`config.mk`:
```
export PLATFORM = sky130hd
export DESIGN_NAME = tlv_metric_packet_parser
export DESIGN_NICKNAME = d
export VERILOG_FILES = /design/src/rtl/core/tmp_pkg.sv /design/src/rtl/core/tmp_ram.sv /design/src/rtl/core/tmp_outq.sv /design/src/rtl/core/tmp_core.sv /design/src/rtl/core/tlv_metric_packet_parser.sv
export VERILOG_INCLUDE_DIRS = /design/src /design/src/rtl/core
export SDC_FILE = /design/constraint.sdc
export NUM_CORES = 2
export LEC_CHECK = 0
export BUFFER_PORTS_ARGS = -buffer_cell sky130_fd_sc_hd__buf_2
export CAP_MARGIN = 20
export CORE_ASPECT_RATIO = 1.2
export CORE_MARGIN = 2
export CORE_UTILIZATION = 25
export CTS_BUF_LIST = sky130_fd_sc_hd__clkbuf_8
export DETAILED_ROUTE_END_ITERATION = 12
export PLACE_DENSITY = 0.51
export REMOVE_ABC_BUFFERS = 1
export SLEW_MARGIN = 20
export SYNTH_ARGS = -nofsm -noshare
export SYNTH_HDL_FRONTEND = slang
export SYNTH_HIERARCHICAL = 1
export SYNTH_SLANG_ARGS = --single-unit
```
`constraint.sdc`:
```
create_clock -name clk_i -period 9.8 [get_ports clk_i]
set_input_delay 2.45 -clock clk_i [delete_from_list [all_inputs] [get_ports clk_i]]
set_output_delay 2.45 -clock clk_i [all_outputs]
set_load 0.02 [all_outputs]
```
`src/rtl/core/tlv_metric_packet_parser_assert.svh`:
```
// Assertion macros for the metric packet parser
`ifndef TLV_METRIC_PACKET_PARSER_ASSERT_SVH
`define TLV_METRIC_PACKET_PARSER_ASSERT_SVH

// Same-cycle implication checked every clock edge outside reset
`define TMP_ASSERT_IMP(label, clk, rstn, a, c, msg) \
  label: assert property (@(posedge clk) disable iff (!rstn) (a) |-> (c)) else $error(msg);

// Next-cycle implication checked outside reset
`define TMP_ASSERT_NXT(label, clk, rstn, a, c, msg) \
  label: assert property (@(posedge clk) disable iff (!rstn) (a) |=> (c)) else $error(msg);

`endif

```
`src/rtl/core/tmp_pkg.sv`:
```
`timescale 1ns / 1ps
// ----------------------------------------------------------------------------
// tmp_pkg
// Shared types and constants of the metric packet parser.
// ----------------------------------------------------------------------------
package tmp_pkg;

  localparam logic [1:0] KIND_CHAR  = 2'd0;
  localparam logic [1:0] KIND_VALUE = 2'd1;
  localparam logic [1:0] KIND_OK    = 2'd2;
  localparam logic [1:0] KIND_ERR   = 2'd3;

  localparam logic [3:0] ERR_NONE      = 4'd0;
  localparam logic [3:0] ERR_TRUNC     = 4'd1;
  localparam logic [3:0] ERR_BAD_LEN   = 4'd2;
  localparam logic [3:0] ERR_BAD_STR   = 4'd3;
  localparam logic [3:0] ERR_INT_SIZE  = 4'd4;
  localparam logic [3:0] ERR_COUNT     = 4'd5;
  localparam logic [3:0] ERR_TOO_MANY  = 4'd6;
  localparam logic [3:0] ERR_BAD_TYPE  = 4'd7;
  localparam logic [3:0] ERR_UNKNOWN   = 4'd8;
  localparam logic [3:0] ERR_UNSUPP    = 4'd9;

  localparam logic [15:0] T_HOST       = 16'h0000;
  localparam logic [15:0] T_TIME       = 16'h0001;
  localparam logic [15:0] T_PLUGIN     = 16'h0002;
  localparam logic [15:0] T_PLUGIN_INST = 16'h0003;
  localparam logic [15:0] T_TYPE       = 16'h0004;
  localparam logic [15:0] T_TYPE_INST  = 16'h0005;
  localparam logic [15:0] T_VALUES     = 16'h0006;
  localparam logic [15:0] T_INTERVAL   = 16'h0007;
  localparam logic [15:0] T_TIME_HR    = 16'h0008;
  localparam logic [15:0] T_INTERVAL_HR = 16'h0009;
  localparam logic [15:0] T_SIGN       = 16'h0200;
  localparam logic [15:0] T_ENCR       = 16'h0210;

  localparam logic [1:0] VT_GAUGE = 2'd1;

  // one result word
  typedef struct packed {
    logic [1:0]  kind;
    logic [2:0]  ident_part;
    logic [63:0] data;
    logic [1:0]  value_type;
    logic [5:0]  value_index;
    logic [63:0] time_fx;
    logic [63:0] interval_fx;
    logic [3:0]  error_code;
    logic        last;
  } result_t;

  function automatic logic [63:0] swap64(input logic [63:0] v);
    logic [63:0] r;
    for (int i = 0; i < 8; i++) begin
      r[8*i +: 8] = v[8*(7-i) +: 8];
    end
    return r;
  endfunction

  function automatic logic [63:0] secs_to_fx(input logic [63:0] s);
    logic [33:0] w;
    w = (s[63:34] != '0) ? '1 : s[33:0];
    return {w, 30'd0};
  endfunction

endpackage

```
`src/rtl/core/tmp_ram.sv`:
```
`timescale 1ns / 1ps
// ----------------------------------------------------------------------------
// tmp_ram
// Generic single-port-write, single-port-read RAM with registered read.
// ----------------------------------------------------------------------------
module tmp_ram #(
  parameter int Width = 2,
  parameter int Depth = 64
) (
  input  logic                     clk_i,
  input  logic                     we_i,
  input  logic [$clog2(Depth)-1:0] waddr_i,
  input  logic [Width-1:0]         wdata_i,
  input  logic [$clog2(Depth)-1:0] raddr_i,
  output logic [Width-1:0]         rdata_o
);

  logic [Width-1:0] mem_q [Depth];

  always_ff @(posedge clk_i) begin
    if (we_i) begin
      mem_q[waddr_i] <= wdata_i;
    end
    rdata_o <= mem_q[raddr_i];
  end

endmodule

```
`src/rtl/core/tmp_outq.sv`:
```
`timescale 1ns / 1ps
// ----------------------------------------------------------------------------
// tmp_outq
// Four-entry result queue between the parser core and the output channel.
// ----------------------------------------------------------------------------
module tmp_outq
  import tmp_pkg::*;
(
  input  logic    clk_i,
  input  logic    rst_ni,
  input  logic    push0_i,
  input  logic    push1_i,
  input  result_t res0_i,
  input  result_t res1_i,
  output logic    room_o,
  output logic    valid_o,
  output result_t res_o,
  input  logic    ready_i
);

  result_t     buf_q [4];
  logic [1:0]  wp_q, rp_q;
  logic [2:0]  cnt_q;
  logic        pop;
  logic [1:0]  npush;

  assign pop     = valid_o && ready_i;
  assign valid_o = (cnt_q != 3'd0);
  assign res_o   = buf_q[rp_q];
  assign npush   = {1'b0, push0_i} + {1'b0, push1_i};
  // room for two more results, not counting this cycle's pop
  assign room_o  = (cnt_q <= 3'd2);

  always_ff @(posedge clk_i or negedge rst_ni) begin
    if (!rst_ni) begin
      wp_q  <= '0;
      rp_q  <= '0;
      cnt_q <= '0;
    end else begin
      wp_q  <= wp_q + npush;
      if (pop) rp_q <= rp_q + 2'd1;
      cnt_q <= cnt_q + {1'b0, npush} - {2'b0, pop};
    end
  end

  always_ff @(posedge clk_i) begin
    if (push0_i) begin
      buf_q[wp_q] <= res0_i;
    end
    if (push1_i) begin
      buf_q[push0_i ? wp_q + 2'd1 : wp_q] <= res1_i;
    end
  end

endmodule

```
`src/rtl/core/tmp_core.sv`:
```
`timescale 1ns / 1ps
// ----------------------------------------------------------------------------
// tmp_core
// Byte-serial parse state machine; value types live in a small RAM.
// ----------------------------------------------------------------------------
module tmp_core
  import tmp_pkg::*;
#(
  parameter int NameLen   = 64,
  parameter int MaxValues = 64
) (
  input  logic        clk_i,
  input  logic        rst_ni,
  input  logic        acc_i,
  input  logic [7:0]  byte_i,
  input  logic        eop_i,
  output logic        push0_o,
  output logic        push1_o,
  output result_t     res0_o,
  output result_t     res1_o
);

  localparam int AW = (MaxValues > 1) ? $clog2(MaxValues) : 1;

  localparam logic [2:0] PH_HDR    = 3'd0;
  localparam logic [2:0] PH_IDENT  = 3'd1;
  localparam logic [2:0] PH_TIME   = 3'd2;
  localparam logic [2:0] PH_VCOUNT = 3'd3;
  localparam logic [2:0] PH_VTYPES = 3'd4;
  localparam logic [2:0] PH_VVALS  = 3'd5;
  localparam logic [2:0] PH_SKIP   = 3'd6;

  logic [2:0]  phase_q, phase_d;
  logic [15:0] ptype_q, ptype_d;
  logic [15:0] left_q, left_d;
  logic [1:0]  hcnt_q, hcnt_d;
  logic [15:0] vcnt_q, vcnt_d;
  logic [15:0] item_q, item_d;
  logic [63:0] asm_q, asm_d;
  logic [63:0] time_q, time_d;
  logic [63:0] intv_q, intv_d;
  logic        nul_q, nul_d;
  logic        errh_q, errh_d;

  // type RAM: read address runs one item ahead in value phase
  logic          we;
  logic [AW-1:0] waddr, raddr;
  logic [1:0]    wdata, rdata;

  tmp_ram #(.Width(2), .Depth(MaxValues)) u_types (
    .clk_i   (clk_i),
    .we_i    (we),
    .waddr_i (waddr),
    .wdata_i (wdata),
    .raddr_i (raddr),
    .rdata_o (rdata)
  );

  function automatic logic [2:0] ident_idx(input logic [15:0] t);
    case (t)
      T_HOST:        return 3'd0;
      T_PLUGIN:      return 3'd1;
      T_PLUGIN_INST: return 3'd2;
      T_TYPE:        return 3'd3;
      default:       return 3'd4;
    endcase
  endfunction

  function automatic logic is_ident(input logic [15:0] t);
    return (t == T_HOST) || (t == T_PLUGIN) || (t == T_PLUGIN_INST) ||
           (t == T_TYPE) || (t == T_TYPE_INST);
  endfunction

  logic [15:0] t_w, len_w, left_dec, left_new;
  logic [31:0] hdr_w;
  logic [15:0] n_w;
  logic [19:0] n9;
  logic        e0, e1;
  result_t     r0, r1, blank;
  logic        fos;     // fail-or-skip request
  logic [3:0]  fos_code;

  assign left_dec = left_q - 16'd1;
  assign hdr_w    = {asm_q[23:0], byte_i};
  assign t_w      = hdr_w[31:16];
  assign len_w    = hdr_w[15:0];
  assign left_new = len_w - 16'd4;
  assign n_w      = {asm_q[7:0], byte_i};
  assign n9       = {n_w, 3'd0} + {4'd0, n_w};

  always_comb begin
    blank = '0;
    phase_d = phase_q; ptype_d = ptype_q; left_d = left_q; hcnt_d = hcnt_q;
    vcnt_d = vcnt_q; item_d = item_q; asm_d = asm_q; time_d = time_q;
    intv_d = intv_q; nul_d = nul_q; errh_d = errh_q;
    e0 = 1'b0; e1 = 1'b0; r0 = blank; r1 = blank;
    fos = 1'b0; fos_code = ERR_NONE;
    we = 1'b0; waddr = item_q[AW-1:0]; wdata = byte_i[1:0];
    raddr = item_q[AW-1:0];

    if (acc_i && !errh_q) begin
      if (phase_q == PH_HDR) begin
        asm_d  = {32'd0, hdr_w};
        hcnt_d = hcnt_q + 2'd1;
        if (hcnt_q == 2'd3) begin
          hcnt_d = '0;
          asm_d  = '0;
          if (len_w < 16'd5) begin
            e0 = 1'b1; r0.kind = KIND_ERR; r0.error_code = ERR_BAD_LEN;
            errh_d = 1'b1;
          end else begin
            ptype_d = t_w;
            left_d  = left_new;
            nul_d   = 1'b0;
            item_d  = '0;
            if (is_ident(t_w)) begin
              if ({16'd0, left_new} > 32'(NameLen)) begin
                fos = 1'b1; fos_code = ERR_BAD_STR;
              end else phase_d = PH_IDENT;
            end else if (t_w == T_TIME || t_w == T_INTERVAL ||
                         t_w == T_TIME_HR || t_w == T_INTERVAL_HR) begin
              if (left_new != 16'd8) begin
                fos = 1'b1; fos_code = ERR_INT_SIZE;
              end else phase_d = PH_TIME;
            end else if (t_w == T_VALUES) begin
              if (left_new < 16'd2) begin
                fos = 1'b1; fos_code = ERR_COUNT;
              end else phase_d = PH_VCOUNT;
            end else if (t_w == T_SIGN || t_w == T_ENCR) begin
              fos = 1'b1; fos_code = ERR_UNSUPP;
            end else begin
              fos = 1'b1; fos_code = ERR_UNKNOWN;
            end
          end
        end
      end else if (left_q == 16'd0) begin
        phase_d = PH_HDR;
      end else begin
        left_d = left_dec;
        case (phase_q)
          PH_IDENT: begin
            if (!nul_q) begin
              e0 = 1'b1; r0.kind = KIND_CHAR; r0.ident_part = ident_idx(ptype_q);
              r0.data = {56'd0, byte_i};
              if (byte_i == 8'd0) nul_d = 1'b1;
            end
            if (left_dec == 16'd0) begin
              if (byte_i != 8'd0) begin
                if (e0) begin
                  e1 = 1'b1; r1.kind = KIND_ERR; r1.error_code = ERR_BAD_STR;
                end else begin
                  e0 = 1'b1; r0.kind = KIND_ERR; r0.error_code = ERR_BAD_STR;
                end
                errh_d = 1'b1;
              end else phase_d = PH_HDR;
            end
          end
          PH_TIME: begin
            asm_d = {asm_q[55:0], byte_i};
            if (left_dec == 16'd0) begin
              case (ptype_q)
                T_TIME:     time_d = secs_to_fx(asm_d);
                T_INTERVAL: intv_d = secs_to_fx(asm_d);
                T_TIME_HR:  time_d = asm_d;
                default:    intv_d = asm_d;
              endcase
              asm_d = '0;
              phase_d = PH_HDR;
            end
          end
          PH_VCOUNT: begin
            asm_d  = {48'd0, n_w};
            hcnt_d = hcnt_q + 2'd1;
            if (hcnt_q == 2'd1) begin
              hcnt_d = '0;
              asm_d  = '0;
              if (n9 != {4'd0, left_dec}) begin
                fos = 1'b1; fos_code = ERR_COUNT;
              end else if ({16'd0, n_w} > 32'(MaxValues)) begin
                fos = 1'b1; fos_code = ERR_TOO_MANY;
              end else if (n_w == 16'd0) begin
                phase_d = PH_HDR;
              end else begin
                vcnt_d = n_w;
                item_d = '0;
                phase_d = PH_VTYPES;
              end
            end
          end
          PH_VTYPES: begin
            if (byte_i > 8'd3) begin
              fos = 1'b1; fos_code = ERR_BAD_TYPE;
            end else begin
              we = 1'b1;
              item_d = item_q + 16'd1;
              if (item_d >= vcnt_q) begin
                item_d = '0;
                asm_d  = '0;
                phase_d = PH_VVALS;
              end
            end
            raddr = '0;  // prefetch first type
          end
          PH_VVALS: begin
            asm_d = {asm_q[55:0], byte_i};
            if (left_dec[2:0] == 3'd0) begin
              e0 = 1'b1; r0.kind = KIND_VALUE;
              r0.value_type = rdata;
              r0.data = (rdata == VT_GAUGE) ? swap64(asm_d) : asm_d;
              r0.value_index = item_q[5:0];
              r0.time_fx = time_q; r0.interval_fx = intv_q;
              item_d = item_q + 16'd1;
              asm_d = '0;
              if (left_dec == 16'd0) begin
                item_d = '0;
                phase_d = PH_HDR;
              end
            end
            // point the read at the value in flight after this byte
            raddr = item_d[AW-1:0];
          end
          default: begin
            if (left_dec == 16'd0) begin
              e0 = 1'b1; r0.kind = KIND_ERR; r0.error_code = asm_q[3:0];
              errh_d = 1'b1;
            end
          end
        endcase
      end

      if (fos) begin
        if (left_d == 16'd0) begin
          e0 = 1'b1; r0 = blank; r0.kind = KIND_ERR; r0.error_code = fos_code;
          errh_d = 1'b1;
        end else begin
          asm_d = {60'd0, fos_code};
          phase_d = PH_SKIP;
        end
      end

      if (eop_i && !errh_d) begin
        if (phase_d == PH_HDR && hcnt_d == 2'd0) begin
          if (e0) begin e1 = 1'b1; r1 = blank; r1.kind = KIND_OK; end
          else begin e0 = 1'b1; r0 = blank; r0.kind = KIND_OK; end
        end else begin
          if (e0) begin e1 = 1'b1; r1 = blank; r1.kind = KIND_ERR; r1.error_code = ERR_TRUNC; end
          else begin e0 = 1'b1; r0 = blank; r0.kind = KIND_ERR; r0.error_code = ERR_TRUNC; end
        end
      end
    end

    if (acc_i && eop_i) begin
      phase_d = PH_HDR; ptype_d = '0; left_d = '0; hcnt_d = '0; vcnt_d = '0;
      item_d = '0; asm_d = '0; time_d = '0; intv_d = '0; nul_d = 1'b0;
      errh_d = 1'b0;
    end

    r0.last = !e1;
    r1.last = 1'b1;
  end

  assign push0_o = e0;
  assign push1_o = e1;
  assign res0_o  = r0;
  assign res1_o  = r1;

  always_ff @(posedge clk_i or negedge rst_ni) begin
    if (!rst_ni) begin
      phase_q <= PH_HDR; ptype_q <= '0; left_q <= '0; hcnt_q <= '0;
      vcnt_q <= '0; item_q <= '0; asm_q <= '0; time_q <= '0; intv_q <= '0;
      nul_q <= 1'b0; errh_q <= 1'b0;
    end else begin
      phase_q <= phase_d; ptype_q <= ptype_d; left_q <= left_d; hcnt_q <= hcnt_d;
      vcnt_q <= vcnt_d; item_q <= item_d; asm_q <= asm_d; time_q <= time_d;
      intv_q <= intv_d; nul_q <= nul_d; errh_q <= errh_d;
    end
  end

endmodule

```
`src/rtl/core/tlv_metric_packet_parser.sv`:
```
`timescale 1ns / 1ps
// ----------------------------------------------------------------------------
// Metric packet parser, one packet byte per input word.
// Input channel: in_valid_i/in_ready_o carry byte_in_i and end_of_packet_i.
// Output channel: out_valid_o/out_ready_i carry one result word per handshake
// (identifier character, value, packet ok or packet error); last_o marks the
// final result caused by a byte, and a byte causes zero, one or two results.
// Results of a byte are queued at the edge that accepts it and reach the
// output from the queue. A byte is taken every cycle while the four-entry
// result queue has room for two more words; the queue is the only limit.
// Value types are held in a RAM of MAX_VALUES entries with a registered read;
// the read address runs one value ahead, so no interlock is needed.
// Reset returns the parser to the first header byte with an empty queue and
// zero time and interval. A stalled receiver fills the queue and then drops
// in_ready_o until space frees up; nothing is lost.
// After an error, bytes are swallowed until end_of_packet.
// ----------------------------------------------------------------------------
module tlv_metric_packet_parser
  import tmp_pkg::*;
#(
  parameter int NAME_LEN   = 64,
  parameter int MAX_VALUES = 64
) (
  input  logic        clk_i,
  input  logic        rst_ni,
  input  logic        in_valid_i,
  output logic        in_ready_o,
  input  logic [7:0]  byte_in_i,
  input  logic        end_of_packet_i,
  output logic        out_valid_o,
  input  logic        out_ready_i,
  output logic [1:0]  kind_o,
  output logic [2:0]  ident_part_o,
  output logic [63:0] data_out_o,
  output logic [1:0]  value_type_o,
  output logic [5:0]  value_index_o,
  output logic [63:0] time_fx_o,
  output logic [63:0] interval_fx_o,
  output logic [3:0]  error_code_o,
  output logic        last_o
);

  `include "tlv_metric_packet_parser_assert.svh"

  logic    acc, push0, push1, room;
  result_t r0, r1, res;

  assign in_ready_o = room;
  assign acc        = in_valid_i && in_ready_o;

  tmp_core #(.NameLen(NAME_LEN), .MaxValues(MAX_VALUES)) u_core (
    .clk_i   (clk_i),
    .rst_ni  (rst_ni),
    .acc_i   (acc),
    .byte_i  (byte_in_i),
    .eop_i   (end_of_packet_i),
    .push0_o (push0),
    .push1_o (push1),
    .res0_o  (r0),
    .res1_o  (r1)
  );

  tmp_outq u_outq (
    .clk_i   (clk_i),
    .rst_ni  (rst_ni),
    .push0_i (push0),
    .push1_i (push1),
    .res0_i  (r0),
    .res1_i  (r1),
    .room_o  (room),
    .valid_o (out_valid_o),
    .res_o   (res),
    .ready_i (out_ready_i)
  );

  assign kind_o        = res.kind;
  assign ident_part_o  = res.ident_part;
  assign data_out_o    = res.data;
  assign value_type_o  = res.value_type;
  assign value_index_o = res.value_index;
  assign time_fx_o     = res.time_fx;
  assign interval_fx_o = res.interval_fx;
  assign error_code_o  = res.error_code;
  assign last_o        = res.last;

  `TMP_ASSERT_IMP(a_push_order, clk_i, rst_ni, push1, push0, "second result without first")
  `TMP_ASSERT_IMP(a_push_acc, clk_i, rst_ni, push0, acc, "result without accepted byte")
  `TMP_ASSERT_NXT(a_push_visible, clk_i, rst_ni, push0, out_valid_o, "queued result not shown")
  `TMP_ASSERT_IMP(a_err_code, clk_i, rst_ni, out_valid_o && kind_o != KIND_ERR,
                  error_code_o == ERR_NONE, "error code on non-error result")

endmodule
```
======== Word level (Yosys, flattened, before mapping) ========
Memory sizes are Yosys's and may differ from the RTL's. A register that Yosys moved wholly into a read port is not among the register bits.
Cells that the tools add are included.
storage, ports and cells
  bits in registers ....................... 270
  RAM bits ................................ 968
  memories kept ........................... 2
  output and inout port bits .............. 212
  logic and storage cells ................. 383
memories
  memory                words  bits a word  read ports  clocked after memory_dff  write ports  line            source
  u_outq.buf_q          4      210          1           0                         2            tmp_outq.sv:21  result_t buf_q [4];
  u_core.u_types.mem_q  64     2            1           1                         1            tmp_ram.sv:18   logic [Width-1:0] mem_q [Depth];
operators by class
  order comparisons ....................... 7
  multiplexer cells ....................... 254
  equality and inequality tests ........... 43
  add/sub/neg operators ................... 11
  reduce and logical (&&, ||, !) cells .... 51
operators with widths
  cell                  count
  $mux 210              12
  $mux 64               23
  $mux 200              5
  $mux 16               36
  $pmux 64 s2           3
  $mux 69               4
  $pmux 64 s4           1
  $mux 209              1
  $mux 203              1
  $mux 136              1
  $eq 16x3->1 const B   6
  $logic_not 16->1      6
  $mux 3                30
  $mux 1                76
  $mux 4                19
  $mux 67               1
  $eq 16x2->1 const B   4
  $mux 2                26
  $eq 16x4->1 const B   3
  $pmux 16 s3           1
  $mux 34               1
  $eq 16x1->1 const B   2
  $eq 16x10->1 const B  2
  $gt 16x7->1 const B   2
  other kinds (56)      100

======== Logic depth before layout (Yosys ltp) ========
  depth in word-level cells ............... 19
  gate-level depth with buffers ........... 23
  gate-level depth less buffers ........... 21

======== Modules after synthesis ========
Netlist, hierarchy kept.
by module, submodules not included
  module                    seq. area each (µm²)  instances  cells an instance  area each (µm²)
  tmp_outq                  25399.4               1          2083               41343.4
  tmp_core                  6381.1                1          2327               18437.7
  tmp_ram                   3883.7                1          315                5489.0
  tlv_metric_packet_parser  0.0                   1          1                  6.3

======== Worst setup path before layout ========
OpenSTA, ideal clock, no wires.
  path kind ............................... input -> register
  from .................................... input port byte_in_i[3]
  to ...................................... memory u_outq/buf_q[1][0] (netlist name) (enable)
  stages .................................. 19
  setup time .............................. 0.580 ns
  arrival time ............................ 11.267 ns
  slack ................................... -2.047 ns
  path buffers ............................ 4
  data required time ...................... 9.220 ns
  path through ............................ clkbuf_1 > inv_1 > ha_1 > o21ai_0 > and4_1 > a21oi_2 > or3_1 > a2111o_1 > or4_1 > or4_4 > nor3_2 > nor2_1 > a21oi_1 > buf_2 > nor3b_1 > o21ai_2 > buf_6 > buf_6 > nand2_1
RTL lines
  item             line                            source
  start, declared  tlv_metric_packet_parser.sv:28  input logic [7:0] byte_in_i,
  end, declared    tmp_outq.sv:21

==> flow_summary.toml <==
[run_status]
status = "finished, final reports clean"

[worst_hold_path]
hp-class = "flip-flop to flip-flop"
hold_start = "u_core/time_q[9]"

[timing]
fin_crit_sh_pct = 80.2
slew_violations = 0
fin_ws_ns = 1.94
fin_setup_tns_ns = 0
max_freq_mhz = 127
rsz0062_at_grt = "no"
finalHoldViolations = 0
skew_ns = 0.109
fin_crit_ns = 7.86
relSlewSlack_pct = 19.0
tightest_slew_ns = 1.21
setup_viol = 0

[critical_path]
critical_path.max_fanout = 91
required_ns = 10.41
cpMaxStageDelayCell = "or4_1"
cp-end-kind = "flip-flop"
worstReg2RegStart = "u_core/left_q[3]"
worstPathCellList = "buf_2 -> inv_1 -> ha_1 -> or3b_2 -> o41ai_1 -> nand4_1 -> or4_1 -> o31ai_2 -> nand3_1 -> a32o_1 -> nor3_2 -> nor2_1 -> a21oi_1 -> buf_4 -> nand4b_1 -> o21ai_4 -> buf_12 -> mux2_2"
startpoint = "byte_in_i[3]"
crit_type = "input pin to flip-flop"
arrival_ns = 8.47
cp-start-kind = "input pin"
cp_slowest_stage_delay_ns = 0.63

[yosys]
yosys.area_share.simple_pct = 7.79
synth_largest_area_cell = "edfxtp_1"
synth_edf_count = 968
seq_area_frac_synth_pct = 54.6
yosys-top-cells-area = "edfxtp_1 45%, dfrtp_1 10%, mux4_2 7.8%"
synth-compound-area-share_pct = 6.21
synth_cells = 4726
synthAdderAreaFrac_pct = 1.00
synth-seq-cells = 1232
ys_warn_count = 6
synth_top_family_by_area = "multiplexers"
synth_xor_area_share_pct = 1.01
ys_dominant_reg_cell = "edfxtp_1"
syn_area_sq_um = 65300
synth-async-reset-ratio_pct = 21.3
synth_mux_area_share_pct = 23.7
ys_types = 97
syn_avg_cell_area_sq_um = 13.8
yosysTopAreaCellShare_pct = 44.5

[floorplanning]
row_count = 205
ios = 225
start_util_pct = 25.1
core_sq_um = 260000
die_y_um = 564
dieArea_sq_um = 265000
die_w_um = 470

[grt]
grt_pass1_wl_um = 287000
antenna_found_initial = 27
grt_usage_pct = 14.4
grt_max_degree = 126
grt-ovfl-total = 0
grt_pass1_vias = 41400

[routing]
drtPass1Iterations = 5
drt_iter0_markers = 2757
vias_per_cell = 4.69
ant_nets = 0
drt_wl_total_um = 197000
via_count = 39900
drc_errors = 0
wl_per_cell_um = 23.1

[cts]
htree_levels = 4
cts_buffer_depth = 4
clock_sinks = 1232
cts.clk_slew.worst_paths_ns = 0.06
cts_setup_buffers = 0
clock_latency_ns = 0.95
cts_inserted_buffers = 202
post_cts_resized = 0
hold_buffers = 0
root_buffer = "clkbuf_8"
cts_tree = "done"

[run]
drv_cap = 0

[placement]
dp_hpwl_um = 125000
dp_cells = 8135
dp_slack_ns = 1.16
routabilityCongestion = 0.899
io_buffers = 224

[cells_and_area]
layoutNonFillerInstCount = 8518
nets = 4988
drive_gt1_share_pct = 27.7
synthToLayoutAreaGrowth_pct = 12.2

[power_and_ir_drop]
powerDensity_nw_per_um2 = 222
p_leak_nw = 28.1
ir_drop_mv = 0.199
[cells in the mapped netlist, types with 17 or more instances]
library cell	n
buf_2	44
mux4_1	17
inv_1	59
o211ai_1	77
a22o_1	70
o21ai_0	121
nand2_1	442
nand3_1	37
nand4_1	18
buf_4	249
o31ai_1	55
buf_6	51
mux2_2	441
xnor2_1	46
mux4_2	226
a21oi_1	132
nor3_1	37
or3_1	19
mux2_4	100
edfxtp_1	968
nor4_1	31
ha_1	49
nor2_1	226
and2_1	150
mux2_1	299
xor2_1	24
nand2b_1	27
dfrtp_1	262
clkbuf_1	182
[flip-flops by register name (all words and copies together) (netlist names)]
register and flops:
u_core/asm_q 56, u_core/errh_q 1, u_core/hcnt_q 2, u_core/intv_q 64, u_core/item_q 16, u_core/left_q 16
u_core/nul_q 1, u_core/phase_q 3, u_core/ptype_q 16, u_core/time_q 64, u_core/u_types/mem_q 128, u_core/u_types/rdata_o 2
u_core/vcnt_q 16, u_outq/buf_q 840, u_outq/cnt_q 3, u_outq/rp_q 2, u_outq/wp_q 2
[cell families after synthesis]
kind of cell	after synthesis
flops	1232
mux	1093
simple gates	1070
buf+inv	604
compound gates	602
xor+xnor	72
fa+ha+maj	51
other cells	2
[layout make-up]
type                       instances  area (sq um)
tap                             3415          4270
multi-input combinational       3094         26900
clock buffer                     217          2990
clock inverter                   148           746
sequential                      1232         35700
fill                           26400        187000
inverter                          60           225
timing repair buffer             334          2410
antenna                           18          45.0
[worst paths after layout]
path                       cells past startpoint  slack [ns]            endpoint
setup reg to reg                              15        2.98  u_outq/buf_q[3][9]
hold reg to reg                                2        0.47    u_core/time_q[9]
max in group asynchronous                      2        6.55   u_core/time_q[53]
min in group asynchronous                      1        1.59   u_core/item_q[10]
hold / removal                                 2        0.47    u_core/time_q[9]
setup / recovery                              18        1.94  u_outq/buf_q[3][9]
[per-stage QoR]
step	utilization [%]	hold slack, ns	total power, mW	area (sq um)
3_3_place_gp	26.7	0.452	12.2	69500
4_1_cts	28.2	0.471	16.5	73200
2_1_floorplan	-	0.430	10.2	62600
5_1_grt	28.2	0.486	17.1	73200
3_5_place_dp	26.7	0.450	12.2	69500
6_report	28.2	0.466	16.3	73200
[routing by layer]
layer | part of all wire, % | track usage (%)
met5 | 0.0066 | 0
met4 | 3.4 | 5.24
met3 | 4.9 | 2.24
met2 | 49 | 24.5
met1 | 43 | 18.5
[cell usage in the layout (no fill, tap or decap), types with 24 or more instances in the layout]
| cell | count |
|---|---|
| inv_1 | 133 |
| mux2_4 | 100 |
| mux4_2 | 226 |
| nand2b_1 | 26 |
| clkbuf_8 | 217 |
| a21oi_1 | 129 |
| mux2_2 | 441 |
| clkinv_2 | 24 |
| conb_1 | 206 |
| buf_2 | 223 |
| edfxtp_1 | 968 |
| dfrtp_1 | 260 |
| nand3_1 | 37 |
| ha_1 | 49 |
| xor2_1 | 24 |
| nor3_1 | 36 |
| and2_1 | 150 |
| buf_4 | 73 |
| buf_12 | 36 |
| xnor2_1 | 46 |
| nand2_1 | 439 |
| o31ai_1 | 55 |
| mux2_1 | 299 |
| a22o_1 | 70 |
| nor4_1 | 31 |
| o21ai_0 | 118 |
| nor2_1 | 224 |
| clkinv_1 | 38 |
| o211ai_1 | 77 |
[where the power goes]
part           internal (mW)  total (mW)  switching [mW]
clock                   2.15        4.31            2.16
combinational           1.90        5.50            3.61
sequential              6.10        6.44           0.343
total                   10.1        16.3            6.12
[critical path, delay by kind of cell]
family                     cells  cell delay (ns)
buffers and inverters          4             1.22
adders and majority gates      1             0.49
AOI/OAI and AO/OA              5             1.42
and+or+nand+nor                7             2.25
muxes                          1             0.41
No activity file was read; power rests on OpenSTA's default activity.
